`config.mk`:
```
export PLATFORM = sky130hd
export DESIGN_NAME = load_driven_frequency_stepper_unit_flat
export DESIGN_NICKNAME = d
export VERILOG_FILES = /design/src/hdl/lfs_pkg.sv /design/src/hdl/lfs_channels.sv /design/src/hdl/load_driven_frequency_stepper_unit.sv /design/src/hdl/lfs_cfg_regs.sv /design/src/flat_wrapper.sv
export SDC_FILE = /design/constraint.sdc
export NUM_CORES = 2
export LEC_CHECK = 0
export BUFFER_PORTS_ARGS = -buffer_cell sky130_fd_sc_hd__buf_2
export CAP_MARGIN = 20
export CORE_UTILIZATION = 45
export CTS_BUF_LIST = sky130_fd_sc_hd__clkbuf_16
export CTS_CLUSTER_DIAMETER = 30
export DETAILED_ROUTE_END_ITERATION = 7
export GPL_TIMING_DRIVEN = 0
export HOLD_SLACK_MARGIN = 0.08
export PLACE_DENSITY = 0.61
export SLEW_MARGIN = 20
export SYNTH_ARGS = -nofsm -noshare
export SYNTH_HDL_FRONTEND = slang
export SYNTH_SLANG_ARGS = --single-unit
```
`constraint.sdc`:
```
create_clock -name clk -period 23.7 [get_ports clk]
set_input_delay 4.74 -clock clk [delete_from_list [all_inputs] [get_ports clk]]
set_output_delay 4.74 -clock clk [all_outputs]
set_load 0.02 [all_outputs]
```
`src/hdl/lfs_pkg.sv`:
```
// ----------------------------------------------------------------------------
// lfs_pkg
// Shared types and constants of the load driven frequency stepper.
// ----------------------------------------------------------------------------
`timescale 1ns / 1ps
`default_nettype none

package lfs_pkg;

  localparam int FREQ_BITS_DEF = 22;
  localparam int PCT_W         = 7;
  localparam int BOOST_W       = 3;
  localparam int INDEX_W       = 3;

  localparam logic [PCT_W-1:0]   RISE_LOAD_RST       = 7'd80;
  localparam logic [PCT_W-1:0]   FALL_LOAD_RST       = 7'd20;
  localparam logic [PCT_W-1:0]   STEP_PERCENT_RST    = 7'd5;
  localparam logic               BOOST_ENABLE_RST    = 1'b1;
  localparam logic [BOOST_W-1:0] BOOST_THRESHOLD_RST = 3'd3;
  localparam logic [31:0]        MAX_FREQ_RST        = 32'd2000000;
  localparam logic [31:0]        MIN_FREQ_RST        = 32'd300000;
  localparam logic               GOVERNOR_ON_RST     = 1'b1;

  localparam logic [BOOST_W-1:0] RISE_MAX      = 3'd7;
  localparam int                 FALLBACK_STEP = 5;

  localparam logic ACTION_LOAD   = 1'b0;
  localparam logic ACTION_NOTICE = 1'b1;

  localparam logic REL_AT_OR_BELOW = 1'b0;
  localparam logic REL_AT_OR_ABOVE = 1'b1;

  typedef enum logic [INDEX_W-1:0] {
    REG_RISE_LOAD       = 3'd0,
    REG_FALL_LOAD       = 3'd1,
    REG_STEP_PERCENT    = 3'd2,
    REG_BOOST_ENABLE    = 3'd3,
    REG_BOOST_THRESHOLD = 3'd4,
    REG_MAX_FREQ        = 3'd5,
    REG_MIN_FREQ        = 3'd6,
    REG_GOVERNOR_ON     = 3'd7
  } cfg_reg_t;

  typedef struct packed {
    logic [PCT_W-1:0]   rise_load;
    logic [PCT_W-1:0]   fall_load;
    logic [PCT_W-1:0]   step_percent;
    logic               boost_enable;
    logic [BOOST_W-1:0] boost_threshold;
    logic               governor_on;
  } cfg_ctl_t;

endpackage

`default_nettype wire

```
`src/hdl/lfs_channels.sv`:
```
// ----------------------------------------------------------------------------
// lfs_channels
// Valid/ready channels for load samples and frequency requests.
// ----------------------------------------------------------------------------
`timescale 1ns / 1ps
`default_nettype none

interface lfs_item_if #(
  parameter int FREQ_BITS = lfs_pkg::FREQ_BITS_DEF
);
  logic                       valid;
  logic                       ready;
  logic                       action;
  logic [lfs_pkg::PCT_W-1:0]  load_percent;
  logic [FREQ_BITS-1:0]       current_freq;
  logic                       suspended;
  logic [FREQ_BITS-1:0]       new_freq;

  modport source (
    output valid, action, load_percent, current_freq, suspended, new_freq,
    input  ready
  );
  modport sink (
    input  valid, action, load_percent, current_freq, suspended, new_freq,
    output ready
  );
endinterface

interface lfs_result_if #(
  parameter int FREQ_BITS = lfs_pkg::FREQ_BITS_DEF
);
  logic                 valid;
  logic                 ready;
  logic [FREQ_BITS-1:0] target_freq;
  logic                 relation;

  modport source (output valid, target_freq, relation, input ready);
  modport sink (input valid, target_freq, relation, output ready);
endinterface

`default_nettype wire

```
`src/hdl/load_driven_frequency_stepper_unit.sv`:
```
// ----------------------------------------------------------------------------
// load_driven_frequency_stepper_unit
// Tracks a requested CPU frequency and steps it up or down on load samples.
// ----------------------------------------------------------------------------
// Usage: items arrive on the item channel (load samples or frequency-change
// notices) and frequency requests leave on the result channel; each channel
// moves one transaction per edge with valid and ready both high. Registers
// are written through cfg_write / cfg_index / cfg_data; the user must write
// them only while no item is in flight, as the block does not enforce it.
// The configuration seen at acceptance travels with the item. The step size
// (step_percent * max_freq / 100, or 5 where that is zero) is formed in a
// four stage multiply-by-reciprocal pipeline, after which a single stage
// updates the requested frequency and the rise counter. Items pass through
// s0 to s4 into the result register; one item per cycle is sustained without stalls.
// Items that give no request leave no trace on the result channel.
// When the receiver stalls, the result register holds; items behind it keep
// moving into empty stages, and the item channel drops ready once the stage
// holding a request that cannot be delivered blocks the pipeline.
// Reset (rst, synchronous) restores register defaults, clears the requested
// frequency and the rise counter and empties the pipeline.
// ----------------------------------------------------------------------------
`timescale 1ns / 1ps
`default_nettype none

module load_driven_frequency_stepper_unit #(
  parameter int FREQ_BITS = lfs_pkg::FREQ_BITS_DEF
) (
  input  wire logic                        clk,
  input  wire logic                        rst,
  input  wire logic                        cfg_write,
  input  wire logic [lfs_pkg::INDEX_W-1:0] cfg_index,
  input  wire logic [FREQ_BITS-1:0]        cfg_data,
  lfs_item_if.sink                         item,
  lfs_result_if.source                     result
);

  localparam int QW   = FREQ_BITS - 6;
  localparam int SW   = FREQ_BITS + 1;
  localparam int MW   = FREQ_BITS - 1;
  localparam int NSH  = FREQ_BITS + 3;
  localparam int PW   = 2 * FREQ_BITS - 3;
  localparam int PCTW = lfs_pkg::PCT_W;
  localparam logic [63:0]   MAG64 = ((64'd1 << NSH) + 64'd24) / 64'd25;
  localparam logic [MW-1:0] MAG   = MAG64[MW-1:0];
  localparam logic [12:0]   MAG_SMALL = 13'd5243;

  typedef struct packed {
    logic                  action;
    logic [PCTW-1:0]       load_percent;
    logic [FREQ_BITS-1:0]  current_freq;
    logic                  suspended;
    logic [FREQ_BITS-1:0]  new_freq;
    lfs_pkg::cfg_ctl_t     ctl;
    logic [FREQ_BITS-1:0]  max_freq;
    logic [FREQ_BITS-1:0]  min_freq;
  } item_t;

  lfs_pkg::cfg_ctl_t    cfg_ctl;
  logic [FREQ_BITS-1:0] cfg_max;
  logic [FREQ_BITS-1:0] cfg_min;

  lfs_cfg_regs #(.FREQ_BITS(FREQ_BITS)) u_cfg (
    .clk      (clk),
    .rst      (rst),
    .cfg_write(cfg_write),
    .cfg_index(cfg_index),
    .cfg_data (cfg_data),
    .ctl      (cfg_ctl),
    .max_freq (cfg_max),
    .min_freq (cfg_min)
  );

  item_t             s0, s1, s2, s3, s4;
  logic [4:0]        v;
  logic [4:0]        free;
  logic [QW-1:0]     s1_q;
  logic [PCTW-1:0]   s2_r;
  logic [SW-1:0]     s2_pq;
  logic [SW-1:0]     s3_pq;
  logic [13:0]       s3_pr;
  logic [SW-1:0]     s4_step;

  logic [FREQ_BITS-1:0] tracked_freq, tracked_freq_next;
  logic [lfs_pkg::BOOST_W-1:0] rise_count, rise_count_next;

  logic                 out_valid;
  logic [FREQ_BITS-1:0] out_target;
  logic                 out_relation;

  logic                 res_fire;
  logic [FREQ_BITS-1:0] res_target;
  logic                 res_relation;
  logic                 can4;

  logic [PW-1:0]        prod_q;
  logic [PCTW-1:0]      q100_lo;
  logic [24:0]          prod_small;
  logic [SW-1:0]        step_sum;
  logic [FREQ_BITS+1:0] rise_sum;

  item_t in_item;

  assign in_item.action       = item.action;
  assign in_item.load_percent = item.load_percent;
  assign in_item.current_freq = item.current_freq;
  assign in_item.suspended    = item.suspended;
  assign in_item.new_freq     = item.new_freq;
  assign in_item.ctl          = cfg_ctl;
  assign in_item.max_freq     = cfg_max;
  assign in_item.min_freq     = cfg_min;

  // pipeline flow
  assign can4    = !res_fire || !out_valid || result.ready;
  assign free[4] = !v[4] || can4;
  assign free[3] = !v[3] || free[4];
  assign free[2] = !v[2] || free[3];
  assign free[1] = !v[1] || free[2];
  assign free[0] = !v[0] || free[1];
  assign item.ready = free[0];

  always_ff @(posedge clk) begin
    if (rst) begin
      v <= '0;
    end else begin
      if (free[0]) v[0] <= item.valid;
      if (free[1]) v[1] <= v[0];
      if (free[2]) v[2] <= v[1];
      if (free[3]) v[3] <= v[2];
      if (free[4]) v[4] <= v[3];
    end
  end

  // step size datapath
  always_comb begin
    prod_q     = PW'(s0.max_freq[FREQ_BITS-1:2]) * PW'(MAG);
    q100_lo    = PCTW'({s1_q[0], 6'b0}) + PCTW'({s1_q[1:0], 5'b0})
               + PCTW'({s1_q[4:0], 2'b0});
    prod_small = 25'(s3_pr[13:2]) * 25'(MAG_SMALL);
    step_sum   = s3_pq + SW'(prod_small[24:17]);
  end

  always_ff @(posedge clk) begin
    if (free[0]) s0 <= in_item;
    if (free[1]) begin
      s1   <= s0;
      s1_q <= prod_q[PW-1:NSH];
    end
    if (free[2]) begin
      s2    <= s1;
      s2_r  <= s1.max_freq[PCTW-1:0] - q100_lo;
      s2_pq <= SW'(s1.ctl.step_percent) * SW'(s1_q);
    end
    if (free[3]) begin
      s3    <= s2;
      s3_pq <= s2_pq;
      s3_pr <= 14'(s2.ctl.step_percent) * 14'(s2_r);
    end
    if (free[4]) begin
      s4      <= s3;
      s4_step <= (step_sum == '0) ? SW'(lfs_pkg::FALLBACK_STEP) : step_sum;
    end
  end

  // frequency update
  always_comb begin
    tracked_freq_next = tracked_freq;
    rise_count_next   = rise_count;
    res_fire          = 1'b0;
    res_target        = tracked_freq;
    res_relation      = lfs_pkg::REL_AT_OR_BELOW;
    rise_sum          = (FREQ_BITS+2)'(tracked_freq) + (FREQ_BITS+2)'(s4_step);
    if (s4.ctl.boost_enable && rise_count >= s4.ctl.boost_threshold) begin
      rise_sum = (FREQ_BITS+2)'(s4.max_freq);
    end
    priority if (s4.action == lfs_pkg::ACTION_NOTICE) begin
      if (s4.ctl.governor_on &&
          (tracked_freq > s4.max_freq || tracked_freq < s4.min_freq)) begin
        tracked_freq_next = s4.new_freq;
      end
    end else if (s4.ctl.step_percent == '0) begin
      tracked_freq_next = tracked_freq;
    end else if (s4.load_percent > s4.ctl.rise_load) begin
      if (tracked_freq != s4.max_freq && !s4.suspended) begin
        if (rise_sum >= (FREQ_BITS+2)'(s4.max_freq)) begin
          tracked_freq_next = s4.max_freq;
        end else begin
          tracked_freq_next = rise_sum[FREQ_BITS-1:0];
          if (rise_count != lfs_pkg::RISE_MAX) begin
            rise_count_next = rise_count + lfs_pkg::BOOST_W'(1);
          end
        end
        res_fire     = 1'b1;
        res_target   = tracked_freq_next;
        res_relation = lfs_pkg::REL_AT_OR_BELOW;
      end
    end else if (s4.load_percent < s4.ctl.fall_load) begin
      if (s4.current_freq != s4.min_freq) begin
        if (SW'(tracked_freq) > s4_step) begin
          tracked_freq_next = tracked_freq - s4_step[FREQ_BITS-1:0];
        end else begin
          tracked_freq_next = s4.min_freq;
        end
        res_fire     = 1'b1;
        res_target   = tracked_freq_next;
        res_relation = lfs_pkg::REL_AT_OR_ABOVE;
      end
    end
  end

  always_ff @(posedge clk) begin
    if (rst) begin
      tracked_freq <= '0;
      rise_count   <= '0;
    end else if (v[4] && can4) begin
      tracked_freq <= tracked_freq_next;
      rise_count   <= rise_count_next;
    end
  end

  // result register
  always_ff @(posedge clk) begin
    if (rst) begin
      out_valid <= 1'b0;
    end else if (v[4] && can4 && res_fire) begin
      out_valid <= 1'b1;
    end else if (result.ready) begin
      out_valid <= 1'b0;
    end
  end

  always_ff @(posedge clk) begin
    if (v[4] && can4 && res_fire) begin
      out_target   <= res_target;
      out_relation <= res_relation;
    end
  end

  assign result.valid       = out_valid;
  assign result.target_freq = out_target;
  assign result.relation    = out_relation;

endmodule

`default_nettype wire

```
`src/hdl/lfs_cfg_regs.sv`:
```
// ----------------------------------------------------------------------------
// lfs_cfg_regs
// Configuration register file of the frequency stepper.
// ----------------------------------------------------------------------------
`timescale 1ns / 1ps
`default_nettype none

module lfs_cfg_regs #(
  parameter int FREQ_BITS = lfs_pkg::FREQ_BITS_DEF
) (
  input  wire logic                          clk,
  input  wire logic                          rst,
  input  wire logic                          cfg_write,
  input  wire logic [lfs_pkg::INDEX_W-1:0]   cfg_index,
  input  wire logic [FREQ_BITS-1:0]          cfg_data,
  output lfs_pkg::cfg_ctl_t                  ctl,
  output logic      [FREQ_BITS-1:0]          max_freq,
  output logic      [FREQ_BITS-1:0]          min_freq
);

  always_ff @(posedge clk) begin
    if (rst) begin
      ctl.rise_load       <= lfs_pkg::RISE_LOAD_RST;
      ctl.fall_load       <= lfs_pkg::FALL_LOAD_RST;
      ctl.step_percent    <= lfs_pkg::STEP_PERCENT_RST;
      ctl.boost_enable    <= lfs_pkg::BOOST_ENABLE_RST;
      ctl.boost_threshold <= lfs_pkg::BOOST_THRESHOLD_RST;
      ctl.governor_on     <= lfs_pkg::GOVERNOR_ON_RST;
      max_freq            <= lfs_pkg::MAX_FREQ_RST[FREQ_BITS-1:0];
      min_freq            <= lfs_pkg::MIN_FREQ_RST[FREQ_BITS-1:0];
    end else if (cfg_write) begin
      unique case (lfs_pkg::cfg_reg_t'(cfg_index))
        lfs_pkg::REG_RISE_LOAD:       ctl.rise_load       <= cfg_data[lfs_pkg::PCT_W-1:0];
        lfs_pkg::REG_FALL_LOAD:       ctl.fall_load       <= cfg_data[lfs_pkg::PCT_W-1:0];
        lfs_pkg::REG_STEP_PERCENT:    ctl.step_percent    <= cfg_data[lfs_pkg::PCT_W-1:0];
        lfs_pkg::REG_BOOST_ENABLE:    ctl.boost_enable    <= cfg_data[0];
        lfs_pkg::REG_BOOST_THRESHOLD: ctl.boost_threshold <= cfg_data[lfs_pkg::BOOST_W-1:0];
        lfs_pkg::REG_MAX_FREQ:        max_freq            <= cfg_data;
        lfs_pkg::REG_MIN_FREQ:        min_freq            <= cfg_data;
        lfs_pkg::REG_GOVERNOR_ON:     ctl.governor_on     <= cfg_data[0];
      endcase
    end
  end

endmodule

`default_nettype wire

```
`src/flat_wrapper.sv`:
```
// flat-port wrapper written by rule: the top's interface ports become plain ports
module load_driven_frequency_stepper_unit_flat 
#(
  parameter int FREQ_BITS = lfs_pkg::FREQ_BITS_DEF
)
  (clk, rst, cfg_write, cfg_index, cfg_data, item_valid, item_action, item_load_percent, item_current_freq, item_suspended, item_new_freq, item_ready, result_valid, result_target_freq, result_relation, result_ready);
  lfs_item_if #(.FREQ_BITS(FREQ_BITS)) item_i ();
  lfs_result_if #(.FREQ_BITS(FREQ_BITS)) result_i ();
  input  wire logic clk;
  input  wire logic rst;
  input  wire logic cfg_write;
  input  wire logic [lfs_pkg::INDEX_W-1:0] cfg_index;
  input  wire logic [FREQ_BITS-1:0] cfg_data;
  input wire logic [$bits(item_i.valid)-1:0] item_valid;
  input wire logic [$bits(item_i.action)-1:0] item_action;
  input wire logic [$bits(item_i.load_percent)-1:0] item_load_percent;
  input wire logic [$bits(item_i.current_freq)-1:0] item_current_freq;
  input wire logic [$bits(item_i.suspended)-1:0] item_suspended;
  input wire logic [$bits(item_i.new_freq)-1:0] item_new_freq;
  output wire logic [$bits(item_i.ready)-1:0] item_ready;
  output wire logic [$bits(result_i.valid)-1:0] result_valid;
  output wire logic [$bits(result_i.target_freq)-1:0] result_target_freq;
  output wire logic [$bits(result_i.relation)-1:0] result_relation;
  input wire logic [$bits(result_i.ready)-1:0] result_ready;
  assign item_i.valid = item_valid;
  assign item_i.action = item_action;
  assign item_i.load_percent = item_load_percent;
  assign item_i.current_freq = item_current_freq;
  assign item_i.suspended = item_suspended;
  assign item_i.new_freq = item_new_freq;
  assign item_ready = item_i.ready;
  assign result_valid = result_i.valid;
  assign result_target_freq = result_i.target_freq;
  assign result_relation = result_i.relation;
  assign result_i.ready = result_ready;
  load_driven_frequency_stepper_unit #(.FREQ_BITS(FREQ_BITS)) u_core (.clk(clk), .rst(rst), .cfg_write(cfg_write), .cfg_index(cfg_index), .cfg_data(cfg_data), .item(item_i), .result(result_i));
endmodule
```
==> results by group <==
Setup path
  • Crit-path max FO: 44
  • R2r startpoint: u_core.s3_pr[11]$_DFFE_PP_
  • Worst R2R Path Depth: 28
  • Worst endpoint required time: 18.96 ns
  • Crit-path cells: buf_2, nor2b_1, nand4_1, or3_4, buf_12, or2_4, buf_12, buf_2
  • Endpoint type of the worst setup path: output port
  • Worst R2R Setup Slack: 14.90 ns
  • Slowest CP cell: or3_4
  • Worst EP arrival: 7.26 ns
  • Crit path max-delay family: simple AND/OR/NAND/NOR gates
  • Worst setup startpoint: result_ready
  • RR Endpoint: u_core.s4_step[2]$_SDFFCE_PN1P_
  • Crit. path cell count: 8
  • CP bufs+invs: 4
  • Largest stage delay, worst path: 0.60 ns
  • Kind of critical path: primary input to output port
  • Startpoint Class: primary input

Timing
  • Hold_ws: 0.384 ns
  • Clk_skew: 0.0661 ns
  • Final hold violations: 0
  • Peak Freq: 0.0833 GHz
  • Final Setup Violations: 0
  • Setup slack after layout: 11.70 ns
  • Relative slew margins: 22.6%
  • Post-route minimum period: 12.00 ns
  • Tcrit/Tclk final: 50.7%
  • Tightest Pin Transition: 1.16 ns
  • Unrepaired setup endpoints after global routing: no
  • Pins Over Slew Limit: 0

Power and ir drop
  • P_sw: roughly 2.2 mW
  • Sw Share: 34.4%
  • Clk pwr share: 33.4%
  • Comb power frac: around 37%
  • Leakage: 24.6 nW
  • Int Power: 4.25 mW
  • Sequential share of power: 29.6%
  • Max IR drop VDD: roughly 0.17 mV
  • Cell area power density: 117 nW/um^2

Hold path
  • Hold_sp: u_core.s3[81]$_DFFE_PP_
  • WHS Endpoint: u_core.s4[81]$_DFFE_PP_
  • Hold path depth: 0
  • Min-Delay Path Class: register to register

Cells and area
  • Syn-to-layout area delta: 16.9%
  • Fin cells: 5500
  • Most common cell after layout, fill and taps aside: edfxtp_1
  • Layout cells sized above 1: 10.1%
  • Most frequent cells in the layout: edfxtp_1 (740), ha_1 (523), inv_1 (515)
  • Finished Core Util: 53.3%
  • Final #Nets: approximately 4.9k

Drt
  • Drt initial violations: around 2.1k
  • Pre-Repair DR Iteration Count: 7
  • DRC Markers: 0
  • DR vias/cell: 5.28
  • Vias: 29.0k
  • Routed Wire Length: 112 mm
  • Routed len/inst: 20.3 microns
  • Routed Antenna Nets: 0

Synthesis
  • Post-synth EDFFs: 740
  • Cell count after synthesis: 3713
  • Post-synth ARST share: 0%
  • Distinct cell type count after synthesis: 78
  • Warnings, synthesis: 0
  • Post-Synthesis Net Count: 4601
  • Flops & latches, synth: 841
  • Synth Cell Area: 47400 sq um
  • Most used DFF post-synth: edfxtp_1
  • Register area share after synthesis: between 50% and 60%
  • Syn avg cell area: 12.8 sq um

Placed design
  • HPWL after DPL: 85.6 mm
  • Routability cong.: ~0.96
  • Port Buf Inserts: 105
  • Pre-CTS setup slack: about 12 ns
  • # placed instances: 5224

Clock network
  • Root Driver: clkbuf_16
  • Clk sinks: 841
  • H-Tree Level Count: 4
  • CTS Buf Count: 150
  • Clk pin slew, worst setup/hold paths: around 0.050 ns
  • Post-CTS setup buffer count: 0
  • Clock Tree Buf Depth: 3
  • Post_cts resized: 0
  • Later-pin clock latency in the skew report: 0.75 ns
  • CTS Hold Bufs: 0
  • TritonCTS clock tree: yes

Global routing
  • Pin count of the biggest net entering global routing: 85
  • Vias in the first global route: 30.0k
  • First-pass GRT wire length: 174 mm
  • All-Layer GR Usage: a little over a fifth
  • Initial antenna violation count: 6
  • GR Overflow Total: 0

Floorplan
  • Die height: between 300 and 400 microns
  • CORE AREA: around 100000 sq um
  • Total I/O pin count: roughly 110
  • Die area: 107000 sq um
  • Initial Util: a little under half
  • Die width: between 300 and 400 microns
  • Row cnt: 118

Outcome
  • Status: finished clean

Job
  • Max-Cap Viols: 0
[power groups by stage]
stage | registers [mW] | logic (mW) | clock network (mW)
2_1_floorplan | 1.89 | 1.85 | 0
3_3_place_gp | 1.95 | 2.38 | 0
3_5_place_dp | 1.95 | 2.42 | 0
4_1_cts | 1.92 | 2.45 | 2.20
5_1_grt | 1.93 | 2.82 | 2.27
6_report | 1.92 | 2.40 | 2.16
[area by class of cell]
type / instances / area [sq um]
Buffer: 84 / 317
Clock buffer: 150 / 3750
Antenna cell: 2 / 5.00
Clock inverter: 124 / 1520
Timing Repair Buffer: 131 / 955
Sequential cell: 841 / 24200
Multi-Input combinational cell: 2286 / 21000
Fill cell: 8806 / 48500
Inverter: 502 / 1890
Tap cell: 1380 / 1730
[cells by family after synthesis]
group | after synthesis | share of synthesized area (%)
buffers and inverters | 586 | 4.64
adders and majority gates | 805 | 25.7
and+or+nand+nor | 776 | 7.73
DFF | 841 | 51.2
xor gates and xnor gates | 138 | 2.55
AOI/OAI and AO/OA | 523 | 7.24
muxes | 44 | 0.948
[per-layer routing]
layer  part of all wire (%)  GRT usage [%]  vias to the layer above  routed length, microns
met5                      0              0                        -                       0
met1                     45           30.2                    14400                   50700
met4                    3.0           7.61                        0                    3340
met3                    5.5           3.24                      178                    6180
li1                       -              -                    13700                       -
met2                     46           33.9                      817                   51400
[synthesized netlist by cell type (71+ instances only)]
master      n  area share (%)
o21ai_0    87            0.92
inv_1     502             4.0
and2_1     71            0.94
xnor2_1    85             1.6
a21oi_1   164             1.7
ha_1      523              14
clkbuf_1   79            0.63
nand2_1   296             2.3
edfxtp_1  740              47
nor2_1    143             1.1
dfxtp_1   101             4.3
fa_1      282              12
[registers in the layout, indices dropped and copies added (netlist names)]
register,flops
u_core.u_cfg.min_freq,22
u_core.s1,123
u_core.result.valid,1
u_core.s2_pq,23
u_core.s3,123
u_core.s4,123
u_core.u_cfg.ctl,26
u_core.rise_count,3
u_core.s4_step,23
u_core.s3_pq,23
u_core.s3_pr,12
u_core.tracked_freq,22
u_core.result.target_freq,22
u_core.u_cfg.max_freq,22
u_core.s2,121
u_core.s0,123
u_core.s2_r,7
u_core.s1_q,16
u_core.v,5
u_core.result.relation,1
[worst max path at each step]
stage,end,slack (ns)
finish,item_ready,11.70
global route,item_ready,11.56
CTS,item_ready,11.64
detailed placement,item_ready,11.65
global placement,item_ready,-2.10
floorplan,item_ready,4.12
[per-stage QoR]
stage	instance area, sq um	TNS (ns)	power [mW]
after global placement	49600	-2.10	4.33
after detailed placement	50100	0	4.36
after floorplan	47400	0	3.74
final	55400	0	6.48
after global routing	55400	0	7.03
after CTS	55400	0	6.57
Note: power is estimated with default switching activity, not from simulation.
